<file path="config.mk">
export PLATFORM = sky130hd
export DESIGN_NAME = postfix_expression_evaluator_flat
export DESIGN_NICKNAME = d
export VERILOG_FILES = /design/src/hdl/pfe_pkg.sv /design/src/hdl/pfe_in_if.sv /design/src/hdl/pfe_out_if.sv /design/src/hdl/postfix_expression_evaluator.sv /design/src/hdl/pfe_ram.sv /design/src/hdl/pfe_front.sv /design/src/hdl/pfe_muldiv.sv /design/src/hdl/pfe_back.sv /design/src/flat_wrapper.sv
export SDC_FILE = /design/constraint.sdc
export NUM_CORES = 1
export LEC_CHECK = 0
export BUFFER_PORTS_ARGS = -buffer_cell sky130_fd_sc_hd__clkbuf_2
export CELL_PAD_IN_SITES_DETAIL_PLACEMENT = 1
export CELL_PAD_IN_SITES_GLOBAL_PLACEMENT = 1
export CORE_ASPECT_RATIO = 1.2
export CORE_MARGIN = 5
export CORE_UTILIZATION = 53
export CTS_BUF_LIST = sky130_fd_sc_hd__clkbuf_4 sky130_fd_sc_hd__clkbuf_8 sky130_fd_sc_hd__clkbuf_16
export DETAILED_ROUTE_END_ITERATION = 10
export PLACE_DENSITY_LB_ADDON = 0.1
export SLEW_MARGIN = 20
export SYNTH_ARGS = -nofsm -noshare
export SYNTH_HDL_FRONTEND = slang
export SYNTH_SLANG_ARGS = --single-unit
</file>
<file path="constraint.sdc">
create_clock -name clk -period 5.5 [get_ports clk]
set_input_delay 0.825 -clock clk [delete_from_list [all_inputs] [get_ports clk]]
set_output_delay 0.825 -clock clk [all_outputs]
set_load 0.01 [all_outputs]
</file>
<file path="src/hdl/pfe_pkg.sv">
// ----------------------------------------------------------------------------
// pfe_pkg
// Shared types and constants for the postfix expression evaluator.
// ----------------------------------------------------------------------------
package pfe_pkg;

  localparam int WORD_W      = 32;
  localparam int SYM_W       = 8;
  localparam int STACK_DEPTH = 16;
  localparam int PTR_W       = $clog2(STACK_DEPTH);
  localparam int CNT_W       = $clog2(STACK_DEPTH + 1);
  localparam int QDEPTH      = 2;
  localparam int QPTR_W      = $clog2(QDEPTH);
  localparam int QCNT_W      = $clog2(QDEPTH + 1);
  localparam int STEP_W      = $clog2(WORD_W);

  localparam logic [SYM_W-1:0]  SYM_MUL    = 8'h2A;  // '*'
  localparam logic [SYM_W-1:0]  SYM_ADD    = 8'h2B;  // '+'
  localparam logic [SYM_W-1:0]  SYM_SUB    = 8'h2D;  // '-'
  localparam logic [SYM_W-1:0]  SYM_DIV    = 8'h2F;  // '/'
  localparam logic [WORD_W-1:0] DIGIT_BIAS = 32'd48;

  // error flag bit positions
  localparam int FLAG_OV = 0;
  localparam int FLAG_UF = 1;
  localparam int FLAG_DZ = 2;
  localparam int FLAG_W  = 3;

  typedef enum logic [2:0] {
    OP_PUSH,
    OP_ADD,
    OP_SUB,
    OP_MUL,
    OP_DIV
  } pfe_opc_t;

  typedef struct packed {
    pfe_opc_t          op;
    logic [WORD_W-1:0] operand;
    logic              last;
  } pfe_op_t;

  typedef struct packed {
    logic              start;
    logic              is_div;
    logic [WORD_W-1:0] a;
    logic [WORD_W-1:0] b;
  } pfe_md_req_t;

  typedef enum logic [3:0] {
    B_IDLE,
    B_POP_R,
    B_CAP_R,
    B_POP_L,
    B_CAP_L,
    B_EXEC,
    B_WAIT,
    B_PUSH,
    B_FIN_POP,
    B_FIN_CAP,
    B_EMIT
  } pfe_bstate_t;

endpackage

</file>
<file path="src/hdl/pfe_in_if.sv">
// ----------------------------------------------------------------------------
// pfe_in_if
// Input channel: one expression character per item.
// ----------------------------------------------------------------------------
interface pfe_in_if;
  import pfe_pkg::*;

  logic             valid;
  logic             ready;
  logic [SYM_W-1:0] symbol;
  logic             end_of_expression;

  modport source (output valid, output symbol, output end_of_expression, input ready);
  modport sink   (input valid, input symbol, input end_of_expression, output ready);
endinterface

</file>
<file path="src/hdl/pfe_out_if.sv">
// ----------------------------------------------------------------------------
// pfe_out_if
// Result channel: final value and sticky error flags.
// ----------------------------------------------------------------------------
interface pfe_out_if;
  import pfe_pkg::*;

  logic                     valid;
  logic                     ready;
  logic signed [WORD_W-1:0] value;
  logic                     overflow_seen;
  logic                     underflow_seen;
  logic                     divide_by_zero_seen;

  modport source (output valid, output value, output overflow_seen, output underflow_seen,
                  output divide_by_zero_seen, input ready);
  modport sink   (input valid, input value, input overflow_seen, input underflow_seen,
                  input divide_by_zero_seen, output ready);
endinterface

</file>
<file path="src/hdl/postfix_expression_evaluator.sv">
// A digit item is taken from the queue in B_IDLE and pushed in B_PUSH; + and -
// pop both operands first; * and / use the 32-step shift-add/subtract unit.
// The two-entry queue takes characters while an item executes; the end of an
// expression adds a final pop, via the registered stack RAM read, before output.
// Reset (rst, synchronous) empties the queue, the stack count and the flags;
// the stack RAM contents are not cleared.
// ----------------------------------------------------------------------------
// postfix_expression_evaluator
// Character-serial postfix evaluator with a 16-entry signed 32-bit stack.
// ----------------------------------------------------------------------------
module postfix_expression_evaluator (
  input  logic       clk,
  input  logic       rst,
  pfe_in_if.sink     symbols,
  pfe_out_if.source  results
);
  import pfe_pkg::*;

  logic              q_valid;
  pfe_op_t           q_entry;
  logic              q_pop;
  pfe_md_req_t       md_req;
  logic              md_done;
  logic [WORD_W-1:0] md_result;

  pfe_front u_front (
    .clk     (clk),
    .rst     (rst),
    .symbols (symbols),
    .q_valid (q_valid),
    .q_entry (q_entry),
    .q_pop   (q_pop)
  );

  pfe_muldiv u_muldiv (
    .clk    (clk),
    .rst    (rst),
    .req    (md_req),
    .done   (md_done),
    .result (md_result)
  );

  pfe_back u_back (
    .clk       (clk),
    .rst       (rst),
    .q_valid   (q_valid),
    .q_entry   (q_entry),
    .q_pop     (q_pop),
    .md_req    (md_req),
    .md_done   (md_done),
    .md_result (md_result),
    .results   (results)
  );

  a_pop_nonempty: assert property (@(posedge clk) disable iff (rst)
    q_pop |-> q_valid)
    else $error("queue popped while empty");

  a_stall_full: assert property (@(posedge clk) disable iff (rst)
    !symbols.ready |-> q_valid)
    else $error("input stalled with queue not full");

  a_div_nonzero: assert property (@(posedge clk) disable iff (rst)
    (md_req.start && md_req.is_div) |-> (md_req.b != '0))
    else $error("divider started with zero divisor");

  a_start_not_done: assert property (@(posedge clk) disable iff (rst)
    md_req.start |=> !md_done)
    else $error("multiply/divide finished in one cycle");

endmodule

</file>
<file path="src/hdl/pfe_ram.sv">
// ----------------------------------------------------------------------------
// pfe_ram
// Generic single-write, single-read RAM with registered read data.
// ----------------------------------------------------------------------------
module pfe_ram #(
  parameter int WIDTH = 32,
  parameter int DEPTH = 16
) (
  input  logic                     clk,
  input  logic                     we,
  input  logic [$clog2(DEPTH)-1:0] waddr,
  input  logic [WIDTH-1:0]         wdata,
  input  logic                     re,
  input  logic [$clog2(DEPTH)-1:0] raddr,
  output logic [WIDTH-1:0]         rdata
);

  logic [WIDTH-1:0] mem [DEPTH];

  always_ff @(posedge clk) begin
    if (we) begin
      mem[waddr] <= wdata;
    end
    if (re) begin
      rdata <= mem[raddr];
    end
  end

endmodule

</file>
<file path="src/hdl/pfe_front.sv">
// ----------------------------------------------------------------------------
// pfe_front
// Accepts characters, decodes them into stack operations and queues them.
// ----------------------------------------------------------------------------
module pfe_front (
  input  logic            clk,
  input  logic            rst,
  pfe_in_if.sink          symbols,
  output logic            q_valid,
  output pfe_pkg::pfe_op_t q_entry,
  input  logic            q_pop
);
  import pfe_pkg::*;

  pfe_op_t             q [QDEPTH];
  logic [QPTR_W-1:0]   wr_ptr;
  logic [QPTR_W-1:0]   rd_ptr;
  logic [QCNT_W-1:0]   q_cnt;
  pfe_op_t             dec;
  logic                push;

  always_comb begin
    dec.last    = symbols.end_of_expression;
    dec.operand = {{(WORD_W-SYM_W){1'b0}}, symbols.symbol} - DIGIT_BIAS;
    case (symbols.symbol)
      SYM_MUL: dec.op = OP_MUL;
      SYM_DIV: dec.op = OP_DIV;
      SYM_ADD: dec.op = OP_ADD;
      SYM_SUB: dec.op = OP_SUB;
      default: dec.op = OP_PUSH;
    endcase
  end

  assign symbols.ready = (q_cnt != QCNT_W'(QDEPTH));
  assign push          = symbols.valid && symbols.ready;
  assign q_valid       = (q_cnt != '0);
  assign q_entry       = q[rd_ptr];

  always_ff @(posedge clk) begin
    if (rst) begin
      wr_ptr <= '0;
      rd_ptr <= '0;
      q_cnt  <= '0;
    end else begin
      if (push) begin
        wr_ptr <= wr_ptr + 1'b1;
      end
      if (q_pop) begin
        rd_ptr <= rd_ptr + 1'b1;
      end
      case ({push, q_pop})
        2'b10:   q_cnt <= q_cnt + 1'b1;
        2'b01:   q_cnt <= q_cnt - 1'b1;
        default: q_cnt <= q_cnt;
      endcase
    end
  end

  always_ff @(posedge clk) begin
    if (push) begin
      q[wr_ptr] <= dec;
    end
  end

endmodule

</file>
<file path="src/hdl/pfe_muldiv.sv">
// ----------------------------------------------------------------------------
// pfe_muldiv
// Iterative 32-step multiplier (low word) and signed truncating divider.
// ----------------------------------------------------------------------------
module pfe_muldiv (
  input  logic                          clk,
  input  logic                          rst,
  input  pfe_pkg::pfe_md_req_t          req,
  output logic                          done,
  output logic [pfe_pkg::WORD_W-1:0]    result
);
  import pfe_pkg::*;

  logic              busy;
  logic              is_div;
  logic              neg;
  logic [STEP_W-1:0] step;
  logic [WORD_W:0]   acc;     // product, or remainder for divide
  logic [WORD_W-1:0] mcand;   // multiplicand, or divisor magnitude
  logic [WORD_W-1:0] mplier;  // multiplier, or dividend/quotient
  logic [WORD_W:0]   rem_sh;
  logic [WORD_W:0]   diff;
  logic [WORD_W-1:0] a_mag;
  logic [WORD_W-1:0] b_mag;

  assign a_mag  = req.a[WORD_W-1] ? -req.a : req.a;
  assign b_mag  = req.b[WORD_W-1] ? -req.b : req.b;
  assign rem_sh = {acc[WORD_W-1:0], mplier[WORD_W-1]};
  assign diff   = rem_sh - {1'b0, mcand};
  assign result = is_div ? (neg ? -mplier : mplier) : acc[WORD_W-1:0];

  always_ff @(posedge clk) begin
    if (rst) begin
      busy <= 1'b0;
      done <= 1'b0;
      step <= '0;
    end else begin
      done <= 1'b0;
      if (req.start) begin
        busy <= 1'b1;
        step <= '0;
      end else if (busy) begin
        step <= step + 1'b1;
        if (step == STEP_W'(WORD_W - 1)) begin
          busy <= 1'b0;
          done <= 1'b1;
        end
      end
    end
  end

  always_ff @(posedge clk) begin
    if (req.start) begin
      is_div <= req.is_div;
      neg    <= req.a[WORD_W-1] ^ req.b[WORD_W-1];
      acc    <= '0;
      mcand  <= req.is_div ? b_mag : req.a;
      mplier <= req.is_div ? a_mag : req.b;
    end else if (busy) begin
      if (is_div) begin
        // restoring step: one quotient bit per cycle
        if (!diff[WORD_W]) begin
          acc    <= diff;
          mplier <= {mplier[WORD_W-2:0], 1'b1};
        end else begin
          acc    <= rem_sh;
          mplier <= {mplier[WORD_W-2:0], 1'b0};
        end
      end else begin
        if (mplier[0]) begin
          acc <= {1'b0, acc[WORD_W-1:0] + mcand};
        end
        mcand  <= {mcand[WORD_W-2:0], 1'b0};
        mplier <= {1'b0, mplier[WORD_W-1:1]};
      end
    end
  end

endmodule

</file>
<file path="src/hdl/pfe_back.sv">
// ----------------------------------------------------------------------------
// pfe_back
// Executes queued operations on the operand stack and emits the final result.
// ----------------------------------------------------------------------------
module pfe_back (
  input  logic                       clk,
  input  logic                       rst,
  input  logic                       q_valid,
  input  pfe_pkg::pfe_op_t           q_entry,
  output logic                       q_pop,
  output pfe_pkg::pfe_md_req_t       md_req,
  input  logic                       md_done,
  input  logic [pfe_pkg::WORD_W-1:0] md_result,
  pfe_out_if.source                  results
);
  import pfe_pkg::*;

  pfe_bstate_t       state;
  pfe_bstate_t       state_next;
  logic [CNT_W-1:0]  cnt;
  logic [CNT_W-1:0]  cnt_dec;
  logic [FLAG_W-1:0] flags;
  pfe_op_t           cur;
  logic [WORD_W-1:0] rhs;
  logic [WORD_W-1:0] lhs;
  logic [WORD_W-1:0] res;
  logic              out_valid;
  logic              out_free;
  logic              empty;
  logic              full;

  logic              rd_en;
  logic [PTR_W-1:0]  rd_addr;
  logic [WORD_W-1:0] rd_data;
  logic              wr_en;

  assign cnt_dec  = cnt - 1'b1;
  assign empty    = (cnt == '0);
  assign full     = (cnt == CNT_W'(STACK_DEPTH));
  assign out_free = !out_valid || results.ready;
  assign rd_addr  = cnt_dec[PTR_W-1:0];

  pfe_ram #(
    .WIDTH (WORD_W),
    .DEPTH (STACK_DEPTH)
  ) u_stack (
    .clk   (clk),
    .we    (wr_en),
    .waddr (cnt[PTR_W-1:0]),
    .wdata (res),
    .re    (rd_en),
    .raddr (rd_addr),
    .rdata (rd_data)
  );

  always_comb begin
    state_next = state;
    case (state)
      B_IDLE:    if (q_valid) begin
                   state_next = (q_entry.op == OP_PUSH) ? B_PUSH : B_POP_R;
                 end
      B_POP_R:   state_next = empty ? B_POP_L : B_CAP_R;
      B_CAP_R:   state_next = B_POP_L;
      B_POP_L:   state_next = empty ? B_EXEC : B_CAP_L;
      B_CAP_L:   state_next = B_EXEC;
      B_EXEC:    state_next = md_req.start ? B_WAIT : B_PUSH;
      B_WAIT:    if (md_done) begin
                   state_next = B_PUSH;
                 end
      B_PUSH:    state_next = cur.last ? B_FIN_POP : B_IDLE;
      B_FIN_POP: state_next = empty ? B_EMIT : B_FIN_CAP;
      B_FIN_CAP: state_next = B_EMIT;
      B_EMIT:    if (out_free) begin
                   state_next = B_IDLE;
                 end
      default:   state_next = B_IDLE;
    endcase
  end

  always_comb begin
    q_pop         = (state == B_IDLE) && q_valid;
    rd_en         = !empty && ((state == B_POP_R) || (state == B_POP_L) ||
                               (state == B_FIN_POP));
    wr_en         = (state == B_PUSH) && !full;
    md_req.start  = (state == B_EXEC) &&
                    ((cur.op == OP_MUL) || ((cur.op == OP_DIV) && (rhs != '0)));
    md_req.is_div = (cur.op == OP_DIV);
    md_req.a      = lhs;
    md_req.b      = rhs;
  end

  always_ff @(posedge clk) begin
    if (rst) begin
      state     <= B_IDLE;
      cnt       <= '0;
      flags     <= '0;
      out_valid <= 1'b0;
    end else begin
      state <= state_next;
      if ((state == B_EMIT) && out_free) begin
        out_valid <= 1'b1;
      end else if (results.valid && results.ready) begin
        out_valid <= 1'b0;
      end
      case (state)
        B_POP_R, B_POP_L, B_FIN_POP: begin
          if (empty) begin
            flags[FLAG_UF] <= 1'b1;
          end else begin
            cnt <= cnt_dec;
          end
        end
        B_EXEC: begin
          if ((cur.op == OP_DIV) && (rhs == '0)) begin
            flags[FLAG_DZ] <= 1'b1;
          end
        end
        B_PUSH: begin
          if (full) begin
            flags[FLAG_OV] <= 1'b1;
          end else begin
            cnt <= cnt + 1'b1;
          end
        end
        B_EMIT: begin
          if (out_free) begin
            cnt   <= '0;
            flags <= '0;
          end
        end
        default: ;
      endcase
    end
  end

  // datapath, no reset
  always_ff @(posedge clk) begin
    case (state)
      B_IDLE: begin
        if (q_valid) begin
          cur <= q_entry;
          res <= q_entry.operand;
        end
      end
      B_POP_R:   if (empty) begin
                   rhs <= '0;
                 end
      B_CAP_R:   rhs <= rd_data;
      B_POP_L:   if (empty) begin
                   lhs <= '0;
                 end
      B_CAP_L:   lhs <= rd_data;
      B_EXEC: begin
        case (cur.op)
          OP_ADD:  res <= lhs + rhs;
          OP_SUB:  res <= lhs - rhs;
          default: res <= '0;  // divide by zero pushes zero; others overwritten
        endcase
      end
      B_WAIT:    if (md_done) begin
                   res <= md_result;
                 end
      B_FIN_POP: if (empty) begin
                   res <= '0;
                 end
      B_FIN_CAP: res <= rd_data;
      B_EMIT: begin
        if (out_free) begin
          results.value               <= res;
          results.overflow_seen       <= flags[FLAG_OV];
          results.underflow_seen      <= flags[FLAG_UF];
          results.divide_by_zero_seen <= flags[FLAG_DZ];
        end
      end
      default: ;
    endcase
  end

  assign results.valid = out_valid;

endmodule

</file>
<file path="src/flat_wrapper.sv">
// flat-port wrapper written by rule: the top's interface ports become plain ports
module postfix_expression_evaluator_flat import pfe_pkg::*;
  (clk, rst, symbols_valid, symbols_symbol, symbols_end_of_expression, symbols_ready, results_valid, results_value, results_overflow_seen, results_underflow_seen, results_divide_by_zero_seen, results_ready);
  pfe_in_if symbols_i ();
  pfe_out_if results_i ();
  input  logic clk;
  input  logic rst;
  input wire logic [$bits(symbols_i.valid)-1:0] symbols_valid;
  input wire logic [$bits(symbols_i.symbol)-1:0] symbols_symbol;
  input wire logic [$bits(symbols_i.end_of_expression)-1:0] symbols_end_of_expression;
  output wire logic [$bits(symbols_i.ready)-1:0] symbols_ready;
  output wire logic [$bits(results_i.valid)-1:0] results_valid;
  output wire logic [$bits(results_i.value)-1:0] results_value;
  output wire logic [$bits(results_i.overflow_seen)-1:0] results_overflow_seen;
  output wire logic [$bits(results_i.underflow_seen)-1:0] results_underflow_seen;
  output wire logic [$bits(results_i.divide_by_zero_seen)-1:0] results_divide_by_zero_seen;
  input wire logic [$bits(results_i.ready)-1:0] results_ready;
  assign symbols_i.valid = symbols_valid;
  assign symbols_i.symbol = symbols_symbol;
  assign symbols_i.end_of_expression = symbols_end_of_expression;
  assign symbols_ready = symbols_i.ready;
  assign results_valid = results_i.valid;
  assign results_value = results_i.value;
  assign results_overflow_seen = results_i.overflow_seen;
  assign results_underflow_seen = results_i.underflow_seen;
  assign results_divide_by_zero_seen = results_i.divide_by_zero_seen;
  assign results_i.ready = results_ready;
  postfix_expression_evaluator u_core (.clk(clk), .rst(rst), .symbols(symbols_i), .results(results_i));
endmodule
</file>
==> results of run 1 <==
==> per-layer routing <==
| layer | up-vias | wire, µm | global-route usage | part of all wire |
|---|---|---|---|---|
| li1 | 11780 | - | - | - |
| met1 | 13380 | 46830 | 0.3541 | 0.41 |
| met2 | 717 | 57620 | 0.4760 | 0.51 |
| met3 | 167 | 6034 | 0.04088 | 0.053 |
| met4 | 4 | 3102 | 0.07580 | 0.027 |
| met5 | - | 25 | 0 | 0.00022 |
==> worst max-delay path, stage by stage, from the launching register on <==
cell and delay, ns:
sky130_fd_sc_hd__edfxtp_1 0.50, sky130_fd_sc_hd__or4_4 0.59, sky130_fd_sc_hd__or4b_4 0.60, sky130_fd_sc_hd__or3_1 0.35, sky130_fd_sc_hd__nand2_1 0.09, sky130_fd_sc_hd__xor2_1 0.17, sky130_fd_sc_hd__ha_1 0.30, sky130_fd_sc_hd__nand2_1 0.11
sky130_fd_sc_hd__a21oi_1 0.05, sky130_fd_sc_hd__a221oi_1 0.40, sky130_fd_sc_hd__o221ai_1 0.27, sky130_fd_sc_hd__o21ai_1 0.35, sky130_fd_sc_hd__o21ai_0 0.25, sky130_fd_sc_hd__and2_1 0.25, sky130_fd_sc_hd__o41ai_1 0.37, sky130_fd_sc_hd__or4b_1 0.18
sky130_fd_sc_hd__nand3_1 0.06
==> where the power goes <==
part	switching [W]	internal, W	total [W]	leakage [nW]
registers	0.00149	0.00862	0.0101	7.48
clock network	0.00245	0.00338	0.00583	1.35
logic	0.00636	0.00472	0.0111	6.54
total	0.0103	0.0167	0.0270	15.4
==> how the worst min path moves through the flow <==
stage	start	end	depth (start not counted)
2_1_floorplan	u_core.u_back.flags[0]	u_core.u_back.results.overflow_seen	0
5_1_grt	symbols_end_of_expression	u_core.u_front.q[0][0]	1
3_3_place_gp	u_core.u_back.flags[0]	u_core.u_back.results.overflow_seen	0
6_report	symbols_end_of_expression	u_core.u_front.q[0][0]	1
4_1_cts	symbols_end_of_expression	u_core.u_front.q[0][0]	1
3_5_place_dp	u_core.u_back.flags[1]	u_core.u_back.results.underflow_seen	0
==> cell families after synthesis <==
logic type / share of synthesized area
muxes: 0.1068
buffers and inverters: 0.02292
adders and majority gates: 0.03457
xor gates and xnor gates: 0.04416
AOI/OAI and AO/OA: 0.1110
and+or+nand+nor: 0.08553
DFF: 0.5950
==> registers in the layout (all words and copies together), names as in the netlist, 2 cells and up, named ones only <==
name	cells
u_core.u_back.res	32
u_core.u_muldiv.mcand	32
u_core.u_back.results.value	32
u_core.u_back.cur	4
u_core.u_back.cnt	5
u_core.u_back.lhs	32
u_core.u_muldiv.step	5
u_core.u_front.q	26
u_core.u_front.q_cnt	2
u_core.u_back.rhs	32
u_core.u_back.u_stack.mem	512
u_core.u_muldiv.mplier	32
u_core.u_back.u_stack.rdata	32
u_core.u_back.state	4
u_core.u_muldiv.acc	32
u_core.u_back.flags	3
==> synth_stat cells (8+ instances only) <==
| cell type | instances | share of area |
|---|---|---|
| sky130_fd_sc_hd__and3_1 | 12 | 0.0018 |
| sky130_fd_sc_hd__ha_1 | 108 | 0.033 |
| sky130_fd_sc_hd__nand2b_1 | 32 | 0.0049 |
| sky130_fd_sc_hd__mux2i_1 | 60 | 0.015 |
| sky130_fd_sc_hd__or2_2 | 8 | 0.0012 |
| sky130_fd_sc_hd__edfxtp_1 | 771 | 0.57 |
| sky130_fd_sc_hd__dfxtp_1 | 57 | 0.028 |
| sky130_fd_sc_hd__o221ai_1 | 12 | 0.0026 |
| sky130_fd_sc_hd__clkbuf_1 | 130 | 0.012 |
| sky130_fd_sc_hd__mux2_2 | 14 | 0.0039 |
| sky130_fd_sc_hd__inv_1 | 72 | 0.0066 |
| sky130_fd_sc_hd__or3_1 | 17 | 0.0026 |
| sky130_fd_sc_hd__o211ai_1 | 68 | 0.013 |
| sky130_fd_sc_hd__nand3_1 | 34 | 0.0042 |
| sky130_fd_sc_hd__nor2_1 | 169 | 0.016 |
| sky130_fd_sc_hd__nor2b_1 | 25 | 0.0038 |
| sky130_fd_sc_hd__o31ai_1 | 38 | 0.0070 |
| sky130_fd_sc_hd__a31oi_1 | 21 | 0.0032 |
| sky130_fd_sc_hd__or4_1 | 13 | 0.0024 |
| sky130_fd_sc_hd__buf_2 | 15 | 0.0018 |
| sky130_fd_sc_hd__mux4_2 | 160 | 0.088 |
| sky130_fd_sc_hd__a21o_1 | 37 | 0.0068 |
| sky130_fd_sc_hd__o41ai_1 | 12 | 0.0026 |
| sky130_fd_sc_hd__buf_1 | 17 | 0.0016 |
| sky130_fd_sc_hd__a221oi_1 | 28 | 0.0060 |
| sky130_fd_sc_hd__xnor2_1 | 75 | 0.016 |
| sky130_fd_sc_hd__o21a_1 | 16 | 0.0029 |
| sky130_fd_sc_hd__nor3_1 | 52 | 0.0064 |
| sky130_fd_sc_hd__o21ai_0 | 139 | 0.017 |
| sky130_fd_sc_hd__a211o_1 | 10 | 0.0021 |
| sky130_fd_sc_hd__and2_1 | 76 | 0.012 |
| sky130_fd_sc_hd__xor2_1 | 129 | 0.028 |
| sky130_fd_sc_hd__o21bai_1 | 12 | 0.0022 |
| sky130_fd_sc_hd__a211oi_1 | 38 | 0.0070 |
| sky130_fd_sc_hd__nor4_1 | 8 | 0.0012 |
| sky130_fd_sc_hd__nand4_1 | 17 | 0.0026 |
| sky130_fd_sc_hd__o21ai_1 | 34 | 0.0042 |
| sky130_fd_sc_hd__nand2_1 | 220 | 0.020 |
| sky130_fd_sc_hd__a21oi_1 | 172 | 0.021 |
==> through the flow <==
step	cells	area [µm²]	power (W)	utilization	worst slack (ns)
2_1_floorplan	3028	40830	0.01757	-	0.6397
3_5_place_dp	3984	42420	0.02113	0.5554	0.3714
3_3_place_gp	3984	42420	0.02075	0.5554	0.4228
4_1_cts	4126	45190	0.02708	0.5916	0.3467
6_report	4126	45190	0.02701	0.5916	0.3626
5_1_grt	4126	45190	0.02845	0.5916	0.03263
==> layout make-up <==
cell class	count	area (µm²)
clock buffers	96	2192
flip-flops and latches	828	24300
clock inverters	46	576.8
well taps	1017	1272
multi-input cells	1961	15830
fillers	7343	31190
repair buffers	105	753.2
inverters	73	275.3
==> layout by cell type (no fill, tap or decap), types with 49 or more instances in the layout <==
| cell type | synthesis | layout |
|---|---|---|
| sky130_fd_sc_hd__inv_1 | 72 | 70 |
| sky130_fd_sc_hd__and2_1 | 76 | 75 |
| sky130_fd_sc_hd__buf_4 | 1 | 49 |
| sky130_fd_sc_hd__clkbuf_2 | 1 | 49 |
| sky130_fd_sc_hd__nor2_1 | 169 | 152 |
| sky130_fd_sc_hd__xor2_1 | 129 | 128 |
| sky130_fd_sc_hd__nand2_1 | 220 | 220 |
| sky130_fd_sc_hd__mux4_2 | 160 | 160 |
| sky130_fd_sc_hd__ha_1 | 108 | 107 |
| sky130_fd_sc_hd__clkbuf_16 | 0 | 84 |
| sky130_fd_sc_hd__o21ai_0 | 139 | 137 |
| sky130_fd_sc_hd__dfxtp_1 | 57 | 56 |
| sky130_fd_sc_hd__edfxtp_1 | 771 | 771 |
| sky130_fd_sc_hd__a21oi_1 | 172 | 171 |
| sky130_fd_sc_hd__xnor2_1 | 75 | 73 |
| sky130_fd_sc_hd__mux2i_1 | 60 | 60 |
| sky130_fd_sc_hd__o211ai_1 | 68 | 68 |
==> results.txt, run 1 <==
- Outcome: complete, no violations
* CP endpoint: u_core.u_back.res[30]
- For this run, the total global-route usage over all layers was measured as 0.2707.
- For this run, the register share of the synthesized area comes to 0.5950.
- Across the routed clock network, the largest skew measured is 0.01902 ns.
* R2R setup slack: 0.36 ns
- The die is between 200 and 300 µm wide.
* Capturing element type of the critical path: flip-flop
- The floorplan step set the die height to 314.0 µm.
* Overall routed net length: 113600 µm
- For this design, the CTS-stage hold fixing added 0 buffers.
- Clock latency on the worst-skew pair: 0.64 ns
- Clock transition at the registers of the reported paths: about 0.07 ns
- Max Root-Sink Buffers: 3
* Synth Register Bits: 828
* Post-Syn Nets: 3152
- Across the run, the number of max-cap violations was 0.
- 50 I/O pins were placed.
- The synthesized design contains 771 enable-type register cells.
- Post-CTS sizing: 0
- Setup repair after global routing left no endpoint under its margin.
- In this run the number of H-tree levels came out at 3.
- Post CTS Setup Buffer Count: 0
- Total Nets Final: 3175
* Fraction of final layout cells with drive strength greater than 1: 0.1550
- The setup path with the least slack is of type reg2reg.
- Via Count: 26050
- Starting density of the core: 0.5345
* TritonCTS clock tree: built
- Number of remaining DRC errors: 0
- STA puts the critical path data required time at roughly 6 ns.
- The area growth from synthesis to layout is 10.69%.
* Average detailed-routed wire length per instance: 27.54 µm
- Final critical-path required period: 5.137 ns
- In the finished design, the share of the clock period the worst path needs comes to 0.9341.
* Worst Reg-to-Reg Cells: 16
* Share of flip-flops with an asynchronous set or reset: 0
- Cell Rows: between 100 and 150
- At the pin with the least slew margin, the transition time is 1.115 ns.
- In this run the power density over the cells is 597.7 nW/µm².
- Detailed-routing iteration count for the pre-antenna-repair pass: 7
* Crit. Startpoint: u_core.u_back.rhs[8]
* Cell variety after synth: 87
- Post-synthesis cell count: 3028
* Mean instance size in the synthesized netlist: ~13 µm²
- At the worst endpoint, the arrival time is 5.52 ns.
* GR Overflow Total: 0
* Number of diodes: 0
- Antenna-violating nets left: 0
- CTS root buffer: sky130_fd_sc_hd__clkbuf_16
- In this run, CTS created clock tree buffers numbering between 80 and 90.
- Violation count after the first detailed-routing iteration: 1938
- The synthesized netlist occupies a cell area of a little over 40000 µm².
- Leakage power total: 15.37 nW
- Entering global routing, the biggest net connects 130 pins.
* FF-to-FF End: u_core.u_back.res[30]
- Measured against its own limit, the worst slew margin works out to 0.2548.
* Global-route wire length before repair: between 150000 and 200000 µm
- The via count of the first global-routing pass was 27500.
- After detailed routing, the number of vias per cell comes to about 6.3.
- Final setup violation count: 0
* Count of yosys warnings during synthesis: 0
* Ys flop type: sky130_fd_sc_hd__edfxtp_1
* Max Transition Viols Final: 0
- The core region is 76390 µm².
- The worst register-to-register path begins at u_core.u_back.rhs[8].
- Along the worst path, the maximum fanout reaches 6.
* Global placer's final weighted congestion: just over 0.9
- Once detailed placement completed, the half-perimeter wirelength came to 76220 µm.
- Setup Total Neg Slack: 0 ns
* Count of input and output buffers: 49
- Final hold analysis gives a worst-case slack of 0.3830 ns.
- In this run the worst hold path is classified as in2reg.
* Final Hold Viols: 0
- The die covers 82710 µm².
* Maximum frequency from static timing analysis: 194.7 MHz
- CTS Sinks: 828
- VDD sags by at most approximately 0.61 mV.
- Antenna violations before repair: 4
* Sort of element at the start of the critical path: flip-flop
No activity file was read; power rests on OpenSTA's default activity.
==> run 2, diff against run 1 <==
- GPL_TIMING_DRIVEN: unset -> 0
==> results.txt, run 2 (synthesis results as in run 1) <==
- Outcome: complete, no violations
- CP max-delay cell: sky130_fd_sc_hd__clkbuf_1
- Rel. slew slack: 0.2541 (-0.0006790)
- Via Count: 27500 (+5.6%)
- The die height came to 314.0 µm (unchanged).
* Starting density of the core: 0.5345 (unchanged)
- Global-route wire length before repair: 191600 µm (+12%)
- Cell count after placement: 4127 (+3.6%)
- Final setup violation count: 0 (unchanged)
- The area of the core was 76390 µm² (unchanged).
* CP arrival: 5.92 ns (+0.40 ns)
- The startpoint identified for the worst hold timing path is symbols_end_of_expression.
- Average detailed-routed wire length per instance: 30.56 µm (+11%)
* Total Nets Final: 3318 (+4.5%)
- The transition at the pin with the smallest max-transition slack came to 1.115 ns (+0.0002086 ns).
* Top register by number of flip-flops: u_core.u_back.u_stack.mem
- In this design, the largest share of critical-path delay is due to compound AO/OA/AOI/OAI gates.
* Detailed-routing iteration count for the pre-antenna-repair pass: 5 (-2)
* Peak VDD IR: 0.3641 mV (-40%)
- The total die area was 82710 µm² (unchanged).
- The fraction of final layout cells sized beyond drive strength 1 is 0.1501 (-0.004942).
* Number of diodes: 0 (unchanged)
* Sort of element at the start of the critical path: flip-flop
- Number of top-level pins: 50 (unchanged)
- Number of remaining DRC errors: 0 (unchanged)
- Global placer's final weighted congestion: 0.9784 (+7.9%)
- The worst path buffer plus inverter count came to 2 (+2).
* Most frequent standard cell in the layout excluding fill and tap cells: sky130_fd_sc_hd__edfxtp_1
- Max incr delay on CP: 0.84 ns (+0.24 ns)
- The number of sinks driven by the clock tree is 828 (unchanged).
- Pwr per Cell Area: 605.6 nW/µm² (+1.3%)
- The final non-filler cell total was 4275 (+3.6%).
- TritonCTS clock tree: built
- The total CTS buffers was 82 (unchanged).
- Critical-path maximum fanout: 10 (+4)
- Setup repair after global routing missed its margin: no
* Final critical-path required period: 5.412 ns (+0.2749 ns)
- # H-tree levels: 3 (unchanged)
* Commonest cells after routing, fill and taps aside: sky130_fd_sc_hd__edfxtp_1 (771), sky130_fd_sc_hd__nand2_1 (219), sky130_fd_sc_hd__a21oi_1 (172)
- Traced cell by cell, the critical path runs through inv_1 -> ha_1 -> fa_1 -> nand2b_1 -> a21o_1 -> a21oi_1 -> a32o_1 -> nor3_1 -> o21bai_1 -> xor2_1 -> clkbuf_1 -> nand2_1 -> nor2_1 -> o41ai_2.
* Antenna-violating nets left: 0 (unchanged)
* Estimated wirelength of the detail-placed design: 96330 µm (+26%)
* Max Transition Viols Final: 0 (unchanged)
- Hold Path Class: in2reg
- Antenna violations before repair: 0 (-4)
- Startpoint of the lowest-slack register-to-register path: u_core.u_muldiv.mplier[31]
- The horizontal die dimension is 263.4 µm (unchanged).
- The number of hold-slack violations in the final timing report is 0 (unchanged).
- The clock latency of the later-clocked register in the worst-skew pair is 0.65 ns (about the same).
* Max FFs per register: 512 (unchanged)
- The global-route usage over all layers is 0.3096 (+0.03888).
- Leakage power total: 15.63 nW (+1.7%)
- The total power came to 0.02785 W (+3.1%).
- The share of the clock period used by the worst path after layout was 0.9841 (+0.04999).
* Critical path class: reg2reg
- CTS root buffer: sky130_fd_sc_hd__clkbuf_16
- Layout area overhead: 12.66%
- The number of maximum-capacitance violations came to 0 (unchanged).
* Cell Rows: 111 (unchanged)
- The average via count per standard cell is 6.432 (+1.9%).
- The number of buffers between clock root and the deepest sink is 3 (unchanged).
- Maximum frequency from static timing analysis: 184.8 MHz (-5.1%)
- Capturing element type of the critical path: flip-flop
- The number of I/O port buffers is 48 (-2.0%).
- The via count of the first global-routing pass was 29400 (+6.9%).
- The number of DRC markers after the initial detailed-route iteration is 2240 (+16%).
- Post-Route Skew: 0.02483 ns (+0.005804 ns)
- Overall routed net length: 130700 µm (+15%)
* Maximum number of pins on one net before global-route repair: 37 (-72%)
- Required time at the worst-slack endpoint: 6.01 ns (+0.13 ns)
- The global-route congestion overflow total was 0 (unchanged).
- Crit. Startpoint: u_core.u_muldiv.mplier[31]
- The clock-pin slew of the registers on the worst-case setup and hold paths was 0.06 ns (about the same).
==> run 2: cell types whose count changed in the layout (fill, tap and decap cells not counted), moves of 3 or more <==
cell	previous run	this run
sky130_fd_sc_hd__clkinv_1	9	12
sky130_fd_sc_hd__buf_4	49	7
sky130_fd_sc_hd__clkbuf_1	0	127
sky130_fd_sc_hd__clkinv_4	1	4
sky130_fd_sc_hd__buf_12	7	16
sky130_fd_sc_hd__buf_1	0	11
sky130_fd_sc_hd__buf_2	0	15
sky130_fd_sc_hd__clkbuf_2	49	58
sky130_fd_sc_hd__clkbuf_4	12	16
sky130_fd_sc_hd__buf_16	0	8
sky130_fd_sc_hd__clkinvlp_4	7	3
sky130_fd_sc_hd__buf_8	0	4
==> run 2: final timing paths <==
check / to / slack (ns) / depth (start not counted)
setup reg to reg: u_core.u_muldiv.acc[29] / 0.09 / 14
hold / removal: u_core.u_front.q[1][0] / 0.38 / 1
setup / recovery: u_core.u_muldiv.acc[29] / 0.09 / 14
hold reg to reg: u_core.u_back.results.overflow_seen / 0.44 / 0
==> run 2: metal layers <==
layer  global-route usage  routed length [µm]  vias to the layer above
met5                    0                   0                        -
met4               0.1622                7874                        0
met3              0.03940                6696                      351
met2               0.5574               67900                     1047
met1               0.3641               48180                    14030
li1                     -                   -                    12070
==> run 2: worst reg2reg max path, cell delays in order, from the launching register on <==
cell                       delay (ns)
sky130_fd_sc_hd__edfxtp_1        0.37
sky130_fd_sc_hd__inv_1           0.18
sky130_fd_sc_hd__ha_1            0.28
sky130_fd_sc_hd__fa_1            0.41
sky130_fd_sc_hd__nand2b_1        0.19
sky130_fd_sc_hd__a21o_1          0.19
sky130_fd_sc_hd__a21oi_1         0.56
sky130_fd_sc_hd__a32o_1          0.40
sky130_fd_sc_hd__nor3_1          0.08
sky130_fd_sc_hd__o21bai_1        0.19
sky130_fd_sc_hd__xor2_1          0.81
sky130_fd_sc_hd__clkbuf_1        0.84
sky130_fd_sc_hd__nand2_1         0.44
sky130_fd_sc_hd__nor2_1          0.26
sky130_fd_sc_hd__o41ai_2         0.08
==> run 2: final cells by class <==
type	instances	area (µm²)
inverters	73	276.5
fillers	7310	30390
multi-input cells	1961	15830
flip-flops and latches	828	24290
clock inverters	48	546.8
clock buffers	100	2222
repair buffers	82	885.9
well taps	1017	1272
plain buffers	166	673.1
==> run 2: timing repair <==
item | 4_1_cts | 5_1_grt
gates cloned | 0 | 0
gates resized for setup | 2 | 8
hold buffers | 0 | 0
setup endpoints to repair | 2 | 8
buffers inserted | 0 | 0
==> run 2: per-stage QoR <==
stage | util | setup slack (ns) | cell area [µm²] | TNS, ns | hold WS [ns]
4_1_cts | 0.6017 | 0.008254 | 45960 | 0 | 0.3416
6_report | 0.6022 | 0.08771 | 46000 | 0 | 0.3761
3_3_place_gp | 0.5543 | -1.792 | 42340 | -186.69 | 0.4127
3_5_place_dp | 0.5653 | -0.1887 | 43180 | -0.1887 | 0.4314
2_1_floorplan | - | 0.6397 | 40830 | 0 | 0.4081
5_1_grt | 0.6022 | 0.01002 | 46000 | 0 | 0.3547
==> run 2: power by group <==
group          switching (W)  internal (W)
sequential           0.00136       0.00861
clock                0.00248       0.00337
combinational        0.00724       0.00481
total                 0.0111        0.0168
